## src/sv/rrlls_pkg.sv

```systemverilog
package rrlls_pkg;

	// Default ring size and alive-map row geometry
	localparam int NODE_COUNT_DEF = 256;
	localparam int ROW_W = 32;
	localparam int ROW_B = 5;

	// Reset value of the port base register
	localparam logic [15:0] PORT_BASE_RST = 16'd40000;

	// Input word kinds
	localparam logic REQ_PLACE  = 1'b0;
	localparam logic REQ_STATUS = 1'b1;

	typedef struct packed {
		logic        req_type;
		logic [30:0] requester_id;
		logic [7:0]  node_id;
		logic        node_alive;
	} req_t;

	typedef struct packed {
		logic [30:0] client_echo;
		logic [15:0] first_port;
		logic [15:0] second_port;
		logic [15:0] third_port;
		logic        none_alive;
	} rsp_t;

	// Index of the lowest set bit of a row (zero when the row is empty)
	function automatic logic [ROW_B-1:0] first_set(input logic [ROW_W-1:0] row);
		logic [ROW_B-1:0] idx;
		idx = '0;
		for (int i = ROW_W - 1; i >= 0; i--) begin
			if (row[i]) begin
				idx = ROW_B'(i);
			end
		end
		return idx;
	endfunction

endpackage

```

## src/sv/rrlls_ram.sv

```systemverilog
module rrlls_ram #(
	parameter int WIDTH = 8,
	parameter int DEPTH = 256
) (
	input  logic                                   clk,
	input  logic                                   we,
	input  logic [((DEPTH > 1) ? $clog2(DEPTH) : 1)-1:0] waddr,
	input  logic [WIDTH-1:0]                       wdata,
	input  logic [((DEPTH > 1) ? $clog2(DEPTH) : 1)-1:0] raddr,
	output logic [WIDTH-1:0]                       rdata
);

	logic [WIDTH-1:0] mem [DEPTH];

	// Write one entry, read one entry with a registered output
	always_ff @(posedge clk) begin
		if (we) begin
			mem[waddr] <= wdata;
		end
		rdata <= mem[raddr];
	end

endmodule

```

## src/sv/rrlls_mod.sv

```systemverilog
module rrlls_mod import rrlls_pkg::*; #(
	parameter int NODE_COUNT = NODE_COUNT_DEF
) (
	input  logic                          clk,
	input  logic                          arst_n,
	input  logic                          start,
	input  logic [30:0]                   cid,
	output logic                          done,
	output logic [$clog2(NODE_COUNT)-1:0] rem
);

	localparam int IDX_W = $clog2(NODE_COUNT);
	localparam int SHIFT = 31 + IDX_W;
	// Reciprocal of the ring size, rounded up; exact for every 31-bit dividend
	localparam logic [63:0] RECIP =
		((64'd1 << SHIFT) + 64'(NODE_COUNT) - 64'd1) / 64'(NODE_COUNT);

	logic [30:0]      x_q;
	logic [62:0]      prod_q;
	logic [IDX_W-1:0] rem_q;
	logic             run_q;
	logic             mul_q;
	logic             done_q;
	logic [30:0]      quot;
	logic [30:0]      back;
	logic [30:0]      diff;

	// Take the quotient out of the product and subtract it back from the dividend
	always_comb begin
		quot = 31'(prod_q >> SHIFT);
		back = quot * 31'(NODE_COUNT);
		diff = x_q - back;
	end

	// Advance the sequence: load, multiply, subtract
	always_ff @(posedge clk or negedge arst_n) begin
		if (!arst_n) begin
			run_q  <= 1'b0;
			mul_q  <= 1'b0;
			done_q <= 1'b0;
		end else begin
			run_q  <= start;
			mul_q  <= run_q;
			done_q <= mul_q;
		end
	end

	// Hold the dividend, the product and the remainder
	always_ff @(posedge clk) begin
		if (start) begin
			x_q <= cid;
		end
		if (run_q) begin
			prod_q <= 63'(x_q) * 63'(RECIP[31:0]);
		end
		if (mul_q) begin
			rem_q <= diff[IDX_W-1:0];
		end
	end

	assign done = done_q;
	assign rem  = rem_q;

endmodule

```

## src/sv/ring_replica_least_load_select.sv

```systemverilog
// Replica placement over a ring of NODE_COUNT storage nodes. A status word
// (start high while busy is low) sets one node's alive bit; a node_id at or
// beyond NODE_COUNT is dropped. A placement word walks the ring from
// requester_id mod NODE_COUNT for three alive nodes, bumps the load of the
// least-loaded one, moves it to the front and reports port_base plus each
// node index; if no node is alive it reports none_alive with zero ports.
// Each result is shown for one cycle with done high and cannot be held off,
// so the receiver must take it then. A status word reads its alive-map row
// and writes it back with the node's bit set to node_alive; one whose
// node_id is dropped leaves the block idle. A placement word runs the
// reciprocal modulo unit, then reads the alive map one 32-node row at a
// time during the three ring walks (a walk that finds no alive node ends
// the placement with none_alive), then reads three loads from the load
// memory, which has one read and one write port, and writes one back.
// After reset the block clears both memories with busy high. port_base
// is taken over the cfg channel, which is always ready; write it while the
// block is idle so a placement in progress keeps one base.
module ring_replica_least_load_select import rrlls_pkg::*; #(
	parameter int NODE_COUNT = NODE_COUNT_DEF
) (
	input  logic        clk,
	input  logic        arst_n,
	input  logic        start,
	input  req_t        request,
	output logic        busy,
	output logic        done,
	output rsp_t        result,
	input  logic        cfg_valid,
	output logic        cfg_ready,
	input  logic [15:0] cfg_data
);

	localparam int IDX_W  = $clog2(NODE_COUNT);
	localparam int ROWS   = (NODE_COUNT + ROW_W - 1) / ROW_W;
	localparam int ROW_AW = (ROWS > 1) ? $clog2(ROWS) : 1;
	localparam int POS_W  = ROW_AW + ROW_B;
	localparam int VIS_W  = $clog2(ROWS + 1);
	localparam int TAIL   = NODE_COUNT % ROW_W;
	localparam logic [ROW_W-1:0] LAST_MASK =
		(TAIL == 0) ? {ROW_W{1'b1}} : ROW_W'((64'd1 << TAIL) - 64'd1);

	typedef enum logic [7:0] {
		S_CLEAR   = 8'b0000_0001,
		S_IDLE    = 8'b0000_0010,
		S_STAT_RD = 8'b0000_0100,
		S_STAT_WR = 8'b0000_1000,
		S_MOD     = 8'b0001_0000,
		S_SEEK    = 8'b0010_0000,
		S_LOAD    = 8'b0100_0000,
		S_WRITE   = 8'b1000_0000
	} state_t;

	state_t            state_q;
	logic [IDX_W-1:0]  clr_q;
	logic [15:0]       port_base_q;
	req_t              req_q;
	logic [ROW_AW-1:0] row_q;
	logic [ROW_B-1:0]  off_q;
	logic              first_q;
	logic [VIS_W-1:0]  vis_q;
	logic [1:0]        npick_q;
	logic [POS_W-1:0]  pick0_q;
	logic [POS_W-1:0]  pick1_q;
	logic [POS_W-1:0]  pick2_q;
	logic [1:0]        ldcnt_q;
	logic [7:0]        ld0_q;
	logic [7:0]        ld1_q;
	logic              done_q;
	rsp_t              result_q;

	logic              accept;
	logic              mod_start;
	logic              mod_done;
	logic [IDX_W-1:0]  mod_rem;

	logic              a_we;
	logic [ROW_AW-1:0] a_waddr;
	logic [ROW_W-1:0]  a_wdata;
	logic [ROW_AW-1:0] a_raddr;
	logic [ROW_W-1:0]  a_rdata;

	logic              l_we;
	logic [IDX_W-1:0]  l_waddr;
	logic [7:0]        l_wdata;
	logic [IDX_W-1:0]  l_raddr;
	logic [7:0]        l_rdata;

	logic [ROW_AW-1:0] stat_row;
	logic [ROW_AW-1:0] clr_row;
	logic [POS_W-1:0]  mod_pos;
	logic [ROW_W-1:0]  masked;
	logic              hit_any;
	logic [POS_W-1:0]  hit;
	logic [POS_W:0]    hit_inc;
	logic [POS_W-1:0]  start_nxt;
	logic [ROW_AW-1:0] miss_row;
	logic              search_dead;

	logic [7:0]        lb01;
	logic [7:0]        lbest;
	logic [1:0]        best;
	logic [POS_W-1:0]  sel0;
	logic [POS_W-1:0]  sel1;
	logic [POS_W-1:0]  sel2;

	assign accept    = start && !busy;
	assign mod_start = accept && (request.req_type == REQ_PLACE);
	assign busy      = (state_q != S_IDLE);
	assign cfg_ready = 1'b1;
	assign done      = done_q;
	assign result    = result_q;

	rrlls_mod #(
		.NODE_COUNT(NODE_COUNT)
	) u_mod (
		.clk   (clk),
		.arst_n(arst_n),
		.start (mod_start),
		.cid   (request.requester_id),
		.done  (mod_done),
		.rem   (mod_rem)
	);

	// Alive map: one 32-node row per entry
	rrlls_ram #(
		.WIDTH(ROW_W),
		.DEPTH(ROWS)
	) u_alive (
		.clk  (clk),
		.we   (a_we),
		.waddr(a_waddr),
		.wdata(a_wdata),
		.raddr(a_raddr),
		.rdata(a_rdata)
	);

	// Load counts: one node per entry
	rrlls_ram #(
		.WIDTH(8),
		.DEPTH(NODE_COUNT)
	) u_load (
		.clk  (clk),
		.we   (l_we),
		.waddr(l_waddr),
		.wdata(l_wdata),
		.raddr(l_raddr),
		.rdata(l_rdata)
	);

	// Find the next alive node in the row just read
	always_comb begin
		stat_row    = ROW_AW'(req_q.node_id >> ROW_B);
		clr_row     = ROW_AW'(clr_q);
		mod_pos     = POS_W'(mod_rem);
		masked      = a_rdata & (first_q ? ({ROW_W{1'b1}} << off_q) : {ROW_W{1'b1}});
		hit_any     = |masked;
		hit         = {row_q, first_set(masked)};
		hit_inc     = {1'b0, hit} + 1'b1;
		start_nxt   = (hit_inc == (POS_W+1)'(NODE_COUNT)) ? '0 : hit_inc[POS_W-1:0];
		miss_row    = (row_q == ROW_AW'(ROWS - 1)) ? '0 : row_q + 1'b1;
		search_dead = !hit_any && (vis_q == VIS_W'(ROWS));
	end

	// Pick the least-loaded of the three, earliest on ties, and swap it forward
	always_comb begin
		lb01  = (ld0_q > ld1_q) ? ld1_q : ld0_q;
		best  = (ld0_q > ld1_q) ? 2'd1 : 2'd0;
		lbest = lb01;
		if (lb01 > l_rdata) begin
			best  = 2'd2;
			lbest = l_rdata;
		end
		case (best)
			2'd1: begin
				sel0 = pick1_q;
				sel1 = pick0_q;
				sel2 = pick2_q;
			end
			2'd2: begin
				sel0 = pick2_q;
				sel1 = pick1_q;
				sel2 = pick0_q;
			end
			default: begin
				sel0 = pick0_q;
				sel1 = pick1_q;
				sel2 = pick2_q;
			end
		endcase
	end

	// Drive the memory ports from the current state
	always_comb begin
		a_we    = 1'b0;
		a_waddr = clr_row;
		a_wdata = (clr_row == ROW_AW'(ROWS - 1)) ? LAST_MASK : {ROW_W{1'b1}};
		a_raddr = row_q;
		l_we    = 1'b0;
		l_waddr = clr_q;
		l_wdata = '0;
		l_raddr = IDX_W'(pick0_q);
		case (state_q)
			S_CLEAR: begin
				a_we = (int'(clr_q) < ROWS);
				l_we = 1'b1;
			end
			S_STAT_RD: begin
				a_raddr = stat_row;
			end
			S_STAT_WR: begin
				a_we    = 1'b1;
				a_waddr = stat_row;
				a_wdata = a_rdata;
				a_wdata[req_q.node_id[ROW_B-1:0]] = req_q.node_alive;
			end
			S_MOD: begin
				a_raddr = mod_pos[POS_W-1:ROW_B];
			end
			S_SEEK: begin
				a_raddr = hit_any ? start_nxt[POS_W-1:ROW_B] : miss_row;
			end
			S_LOAD: begin
				case (ldcnt_q)
					2'd0:    l_raddr = IDX_W'(pick0_q);
					2'd1:    l_raddr = IDX_W'(pick1_q);
					default: l_raddr = IDX_W'(pick2_q);
				endcase
			end
			S_WRITE: begin
				l_we    = 1'b1;
				l_waddr = IDX_W'(sel0);
				l_wdata = lbest + 8'd1;
			end
			default: begin
				a_we = 1'b0;
			end
		endcase
	end

	// Sequence clearing, status updates and placement searches
	always_ff @(posedge clk or negedge arst_n) begin
		if (!arst_n) begin
			state_q     <= S_CLEAR;
			clr_q       <= '0;
			port_base_q <= PORT_BASE_RST;
			done_q      <= 1'b0;
			npick_q     <= '0;
			ldcnt_q     <= '0;
			vis_q       <= '0;
			first_q     <= 1'b0;
			row_q       <= '0;
			off_q       <= '0;
		end else begin
			done_q <= 1'b0;
			if (cfg_valid && cfg_ready) begin
				port_base_q <= cfg_data;
			end
			case (state_q)
				S_CLEAR: begin
					clr_q <= clr_q + 1'b1;
					if (clr_q == IDX_W'(NODE_COUNT - 1)) begin
						state_q <= S_IDLE;
					end
				end
				S_IDLE: begin
					if (accept) begin
						if (request.req_type == REQ_PLACE) begin
							state_q <= S_MOD;
						end else if (int'(request.node_id) < NODE_COUNT) begin
							state_q <= S_STAT_RD;
						end
					end
				end
				S_STAT_RD: begin
					state_q <= S_STAT_WR;
				end
				S_STAT_WR: begin
					state_q <= S_IDLE;
				end
				S_MOD: begin
					if (mod_done) begin
						row_q   <= mod_pos[POS_W-1:ROW_B];
						off_q   <= mod_pos[ROW_B-1:0];
						first_q <= 1'b1;
						vis_q   <= '0;
						npick_q <= '0;
						state_q <= S_SEEK;
					end
				end
				S_SEEK: begin
					if (hit_any) begin
						row_q   <= start_nxt[POS_W-1:ROW_B];
						off_q   <= start_nxt[ROW_B-1:0];
						first_q <= 1'b1;
						vis_q   <= '0;
						npick_q <= npick_q + 1'b1;
						if (npick_q == 2'd2) begin
							ldcnt_q <= '0;
							state_q <= S_LOAD;
						end
					end else if (search_dead) begin
						done_q  <= 1'b1;
						state_q <= S_IDLE;
					end else begin
						row_q   <= miss_row;
						first_q <= 1'b0;
						vis_q   <= vis_q + 1'b1;
					end
				end
				S_LOAD: begin
					ldcnt_q <= ldcnt_q + 1'b1;
					if (ldcnt_q == 2'd2) begin
						state_q <= S_WRITE;
					end
				end
				S_WRITE: begin
					done_q  <= 1'b1;
					state_q <= S_IDLE;
				end
				default: begin
					state_q <= S_IDLE;
				end
			endcase
		end
	end

	// Hold the accepted word, found nodes, loads and the outgoing result
	always_ff @(posedge clk) begin
		if (accept) begin
			req_q <= request;
		end
		if (state_q == S_SEEK && hit_any) begin
			case (npick_q)
				2'd0:    pick0_q <= hit;
				2'd1:    pick1_q <= hit;
				default: pick2_q <= hit;
			endcase
		end
		if (state_q == S_LOAD && ldcnt_q == 2'd1) begin
			ld0_q <= l_rdata;
		end
		if (state_q == S_LOAD && ldcnt_q == 2'd2) begin
			ld1_q <= l_rdata;
		end
		if (state_q == S_SEEK && search_dead) begin
			result_q.client_echo <= req_q.requester_id;
			result_q.first_port  <= '0;
			result_q.second_port <= '0;
			result_q.third_port  <= '0;
			result_q.none_alive  <= 1'b1;
		end
		if (state_q == S_WRITE) begin
			result_q.client_echo <= req_q.requester_id;
			result_q.first_port  <= port_base_q + 16'(sel0);
			result_q.second_port <= port_base_q + 16'(sel1);
			result_q.third_port  <= port_base_q + 16'(sel2);
			result_q.none_alive  <= 1'b0;
		end
	end

endmodule

```

## config.mk

```make
export PLATFORM = sky130hd
export DESIGN_NAME = ring_replica_least_load_select
export DESIGN_NICKNAME = d
export VERILOG_FILES = /design/src/sv/rrlls_pkg.sv /design/src/sv/rrlls_ram.sv /design/src/sv/rrlls_mod.sv /design/src/sv/ring_replica_least_load_select.sv
export SDC_FILE = /design/constraint.sdc
export NUM_CORES = 2
export LEC_CHECK = 0
export BUFFER_PORTS_ARGS = -buffer_cell sky130_fd_sc_hd__buf_4
export CORE_MARGIN = 2
export CORE_UTILIZATION = 38
export DETAILED_ROUTE_END_ITERATION = 12
export GPL_TIMING_DRIVEN = 1
export PLACE_DENSITY = 0.54
export SYNTH_ARGS = -nofsm -noshare
export SYNTH_HDL_FRONTEND = slang
export SYNTH_HIERARCHICAL = 1
export SYNTH_SLANG_ARGS = --single-unit
```

## constraint.sdc

```tcl
create_clock -name clk -period 42 [get_ports clk]
set_input_delay 8.4 -clock clk [delete_from_list [all_inputs] [get_ports clk]]
set_output_delay 8.4 -clock clk [all_outputs]
set_load 0.01 [all_outputs]
```

==> flow_metrics.env <==
export IMPL_ios=144
export IMPL_via_per_inst=5.56
export IMPL_synth_top_flop_cell="edfxtp_1"
export IMPL_slew_headroom_pct=13.1
export IMPL_holdBufCountCts=0
export IMPL_die_width_um=524
export IMPL_cts_tree="done"
export IMPL_core_area_um2=270000
export IMPL_drv_cap=0
export IMPL_setup_viol=0
export IMPL_grt_max_degree=180
export IMPL_critical_path_class="register to output port"
export IMPL_portBuffers=142
export IMPL_dieArea_um2=275000
export IMPL_synth_cell_types=100
export IMPL_worstSetupEndpointType="output port"
export IMPL_final_cell_mix="edfxtp_1, mux4_2, nor2_1"
export IMPL_hold_viol=0
export IMPL_tns_ps=0
export IMPL_dpl_hpwl_mm=158
export IMPL_cp_max_fo=5
export IMPL_cts_resized=0
export IMPL_drt_wl_total_mm=259
export IMPL_yosysSeqAreaShare_pct=74.5
export IMPL_synthAdderAreaFrac_pct=0.725
export IMPL_min_from="u_mod/run_q$_DFF_PN0_"
export IMPL_rows=191
export IMPL_syn_nets=5457
export IMPL_finClkSkew_ps=66.0
export IMPL_cts_root_buf="clkbuf_16"
export IMPL_grt_pass1_wl_mm=375
export IMPL_cts_sinks=2573
export IMPL_path_clk_slew_ps=60
export IMPL_area_delta_synth_final_pct=13.4
export IMPL_clock_latency_ps=850
export IMPL_ir_worst_vdd_v=0.0000441
export IMPL_avgSynthCellArea_um2=19.3
export IMPL_rsz0062_at_grt="false"
export IMPL_netlist_instances=5339
export IMPL_arrival_ps=2670
export IMPL_final_common_cell="edfxtp_1"
export IMPL_maxSlewViolCount=0
export IMPL_drt_antenna_violating_nets=0
export IMPL_place_ws_ps=31850
export IMPL_globalRouteOverflowTotal=0
export IMPL_die_h_um=524
export IMPL_yosys_warnings=6
export IMPL_hold_class="register to register"
export IMPL_synth_seq_cells=2573
export IMPL_antenna_found_initial=8
export IMPL_wl_per_cell_um=27.7
export IMPL_drtPass1Iterations=6
export IMPL_regToRegStartpoint="ld0_q[3]$_DFFE_PP_"
export IMPL_path_delay_family="simple AND/OR/NAND/NOR gates"
export IMPL_nets=5703
export IMPL_grt_usage_pct=18.7
export IMPL_synth_compound_area_share_pct=4.16
export IMPL_drive_gt1_share_pct=22.2
export IMPL_worst_pin_slew_ps=1300
export IMPL_critical_path_cell_chain="nor4_1, nand2_1, nor3b_1, inv_1, buf_4"
export IMPL_cts_buffer_depth=4
export IMPL_yosys_area_share_xor_xnor_pct=0.375
export IMPL_synth_edf_count=2479
export IMPL_setup_ws_ps=30930
export IMPL_grt_pass1_vias=52600
export IMPL_synth_area_mux_share_pct=14.0
export IMPL_min_period_ps=11070
export IMPL_synth_cell_area_um2=103000
export IMPL_initial_utilization_pct=38.1
export IMPL_startpoint="state_q[3]$_DFFE_PN0P_"
export IMPL_cp_slowest_stage_delay_ps=560
export IMPL_finalCritPeriodShare_pct=26.4
export IMPL_h_tree_depth=5
export IMPL_drc=0
export IMPL_gp_congestion=0.842
export IMPL_powerDensity_nw_per_um2=49.8
export IMPL_synth_top_family_by_area="multiplexers"
export IMPL_cts_setup_buffers=0
export IMPL_leakagePower_nw=33.5
export IMPL_cp_slowest_cell="nor4_1"
export IMPL_critPathLaunchType="register"
export IMPL_numCtsBuffers=282
export IMPL_fmax_mhz=90.3
export IMPL_worst_path_buf_inv=2
export IMPL_vias=52100
export IMPL_outcome="finished, final reports clean"
export IMPL_worstPathRequired_ps=33600
export IMPL_synth_simple_area_share_pct=4.27
export IMPL_detail_route_iter0_violations=5114
export IMPL_async_flop_share_pct=2.06
synth_stat cells (all sizes together), types with 9 or more instances:
master / n / area (um2)
o21ai: 101 / 513
inv: 59 / 221
a21oi: 140 / 704
nand2: 154 / 581
and3: 13 / 81.3
a21o: 19 / 143
a211oi: 22 / 170
nor2: 378 / 1420
mux2i: 155 / 1550
buf: 166 / 1320
a22oi: 143 / 1070
edfxtp: 2479 / 74400
or3: 9 / 56.3
xnor2: 25 / 219
nand4: 27 / 184
o221ai: 48 / 444
clkbuf: 137 / 514
dfxtp: 41 / 821
a22o: 9 / 78.8
mux2: 87 / 980
nand3: 101 / 510
nor4: 32 / 240
o22ai: 32 / 200
a221oi: 16 / 146
nor3b: 12 / 95.1
mux4: 520 / 11900
nor2b: 46 / 288
ha: 54 / 676
dfrtp: 47 / 1180
o211ai: 16 / 120
and2: 50 / 313
nand2b: 19 / 119
xor2: 19 / 166
nand3b: 11 / 82.6
nor3: 45 / 225
layout make-up:
| cell class | instances | area, um2 |
|---|---|---|
| Inverter | 60 | 225 |
| Multi-Input combinational cell | 2403 | 24500 |
| Antenna cell | 3 | 7.51 |
| Sequential cell | 2573 | 76600 |
| Fill cell | 23400 | 153000 |
| Timing Repair Buffer | 265 | 2090 |
| Tap cell | 3570 | 4470 |
| Clock buffer | 366 | 7670 |
| Clock inverter | 124 | 1070 |
metrics by stage:
stage | instance area, um2 | hold slack [ps] | total power [mW] | utilization [%] | std cells
2_1_floorplan | 103000 | 331 | 3.33 | - | 5339
3_3_place_gp | 108000 | 333 | 3.50 | 39.9 | 8871
3_5_place_dp | 108000 | 340 | 3.50 | 39.9 | 8871
4_1_cts | 117000 | 354 | 5.87 | 43.2 | 9361
5_1_grt | 117000 | 356 | 6.01 | 43.2 | 9363
6_report | 117000 | 352 | 5.81 | 43.2 | 9364
logic make-up after synthesis:
group	after synthesis
XOR/XNOR	44
buffers and inverters	363
adder cells (fa/ha/maj)	58
AO/OA/AOI/OAI	618
AND/OR/NAND/NOR	920
multiplexers	762
other	1
flip-flops	2573
routing by layer:
layer | global-route usage, % | share of wire (%)
met1 | 26.1 | 43
met2 | 30.2 | 48
met3 | 2.99 | 5.8
met4 | 5.48 | 2.9
met5 | 0 | 0.0093
registers in the layout, indices dropped and copies added, names as in the netlist, 4 cells and up:
register and flops:
u_load/mem 2048, ld1_q 8, u_alive/mem 256, req_q 40, u_mod/x_q 8, result 80
pick1_q 8, state_q 8, u_load/rdata 8, off_q 5, vis_q 4, pick0_q 8
u_alive/rdata 32, ld0_q 8, clr_q 8, u_mod/rem 8, pick2_q 8, port_base_q 16
power breakdown:
part	total, mW	internal (mW)	leakage (nW)	switching [mW]
registers	2.88	2.83	20.6	0.0502
clock network	2.36	1.38	4.27	0.988
logic	0.568	0.222	8.64	0.346
worst paths after layout:
path / to / slack (ps) / cells after the start
max: busy / 30930 / 5
min reg2reg: u_mod/mul_q$_DFF_PN0_ / 350 / 0
min in group asynchronous: port_base_q[1]$_DFFE_PN0P_ / 7610 / 1
max in group asynchronous: clr_q[2]$_DFFE_PN0P_ / 33860 / 1
min: u_mod/mul_q$_DFF_PN0_ / 350 / 0
max reg2reg: u_load/mem[200][7]$_DFFE_PP_ / 34240 / 21
Power figures use the tool's default switching activity.
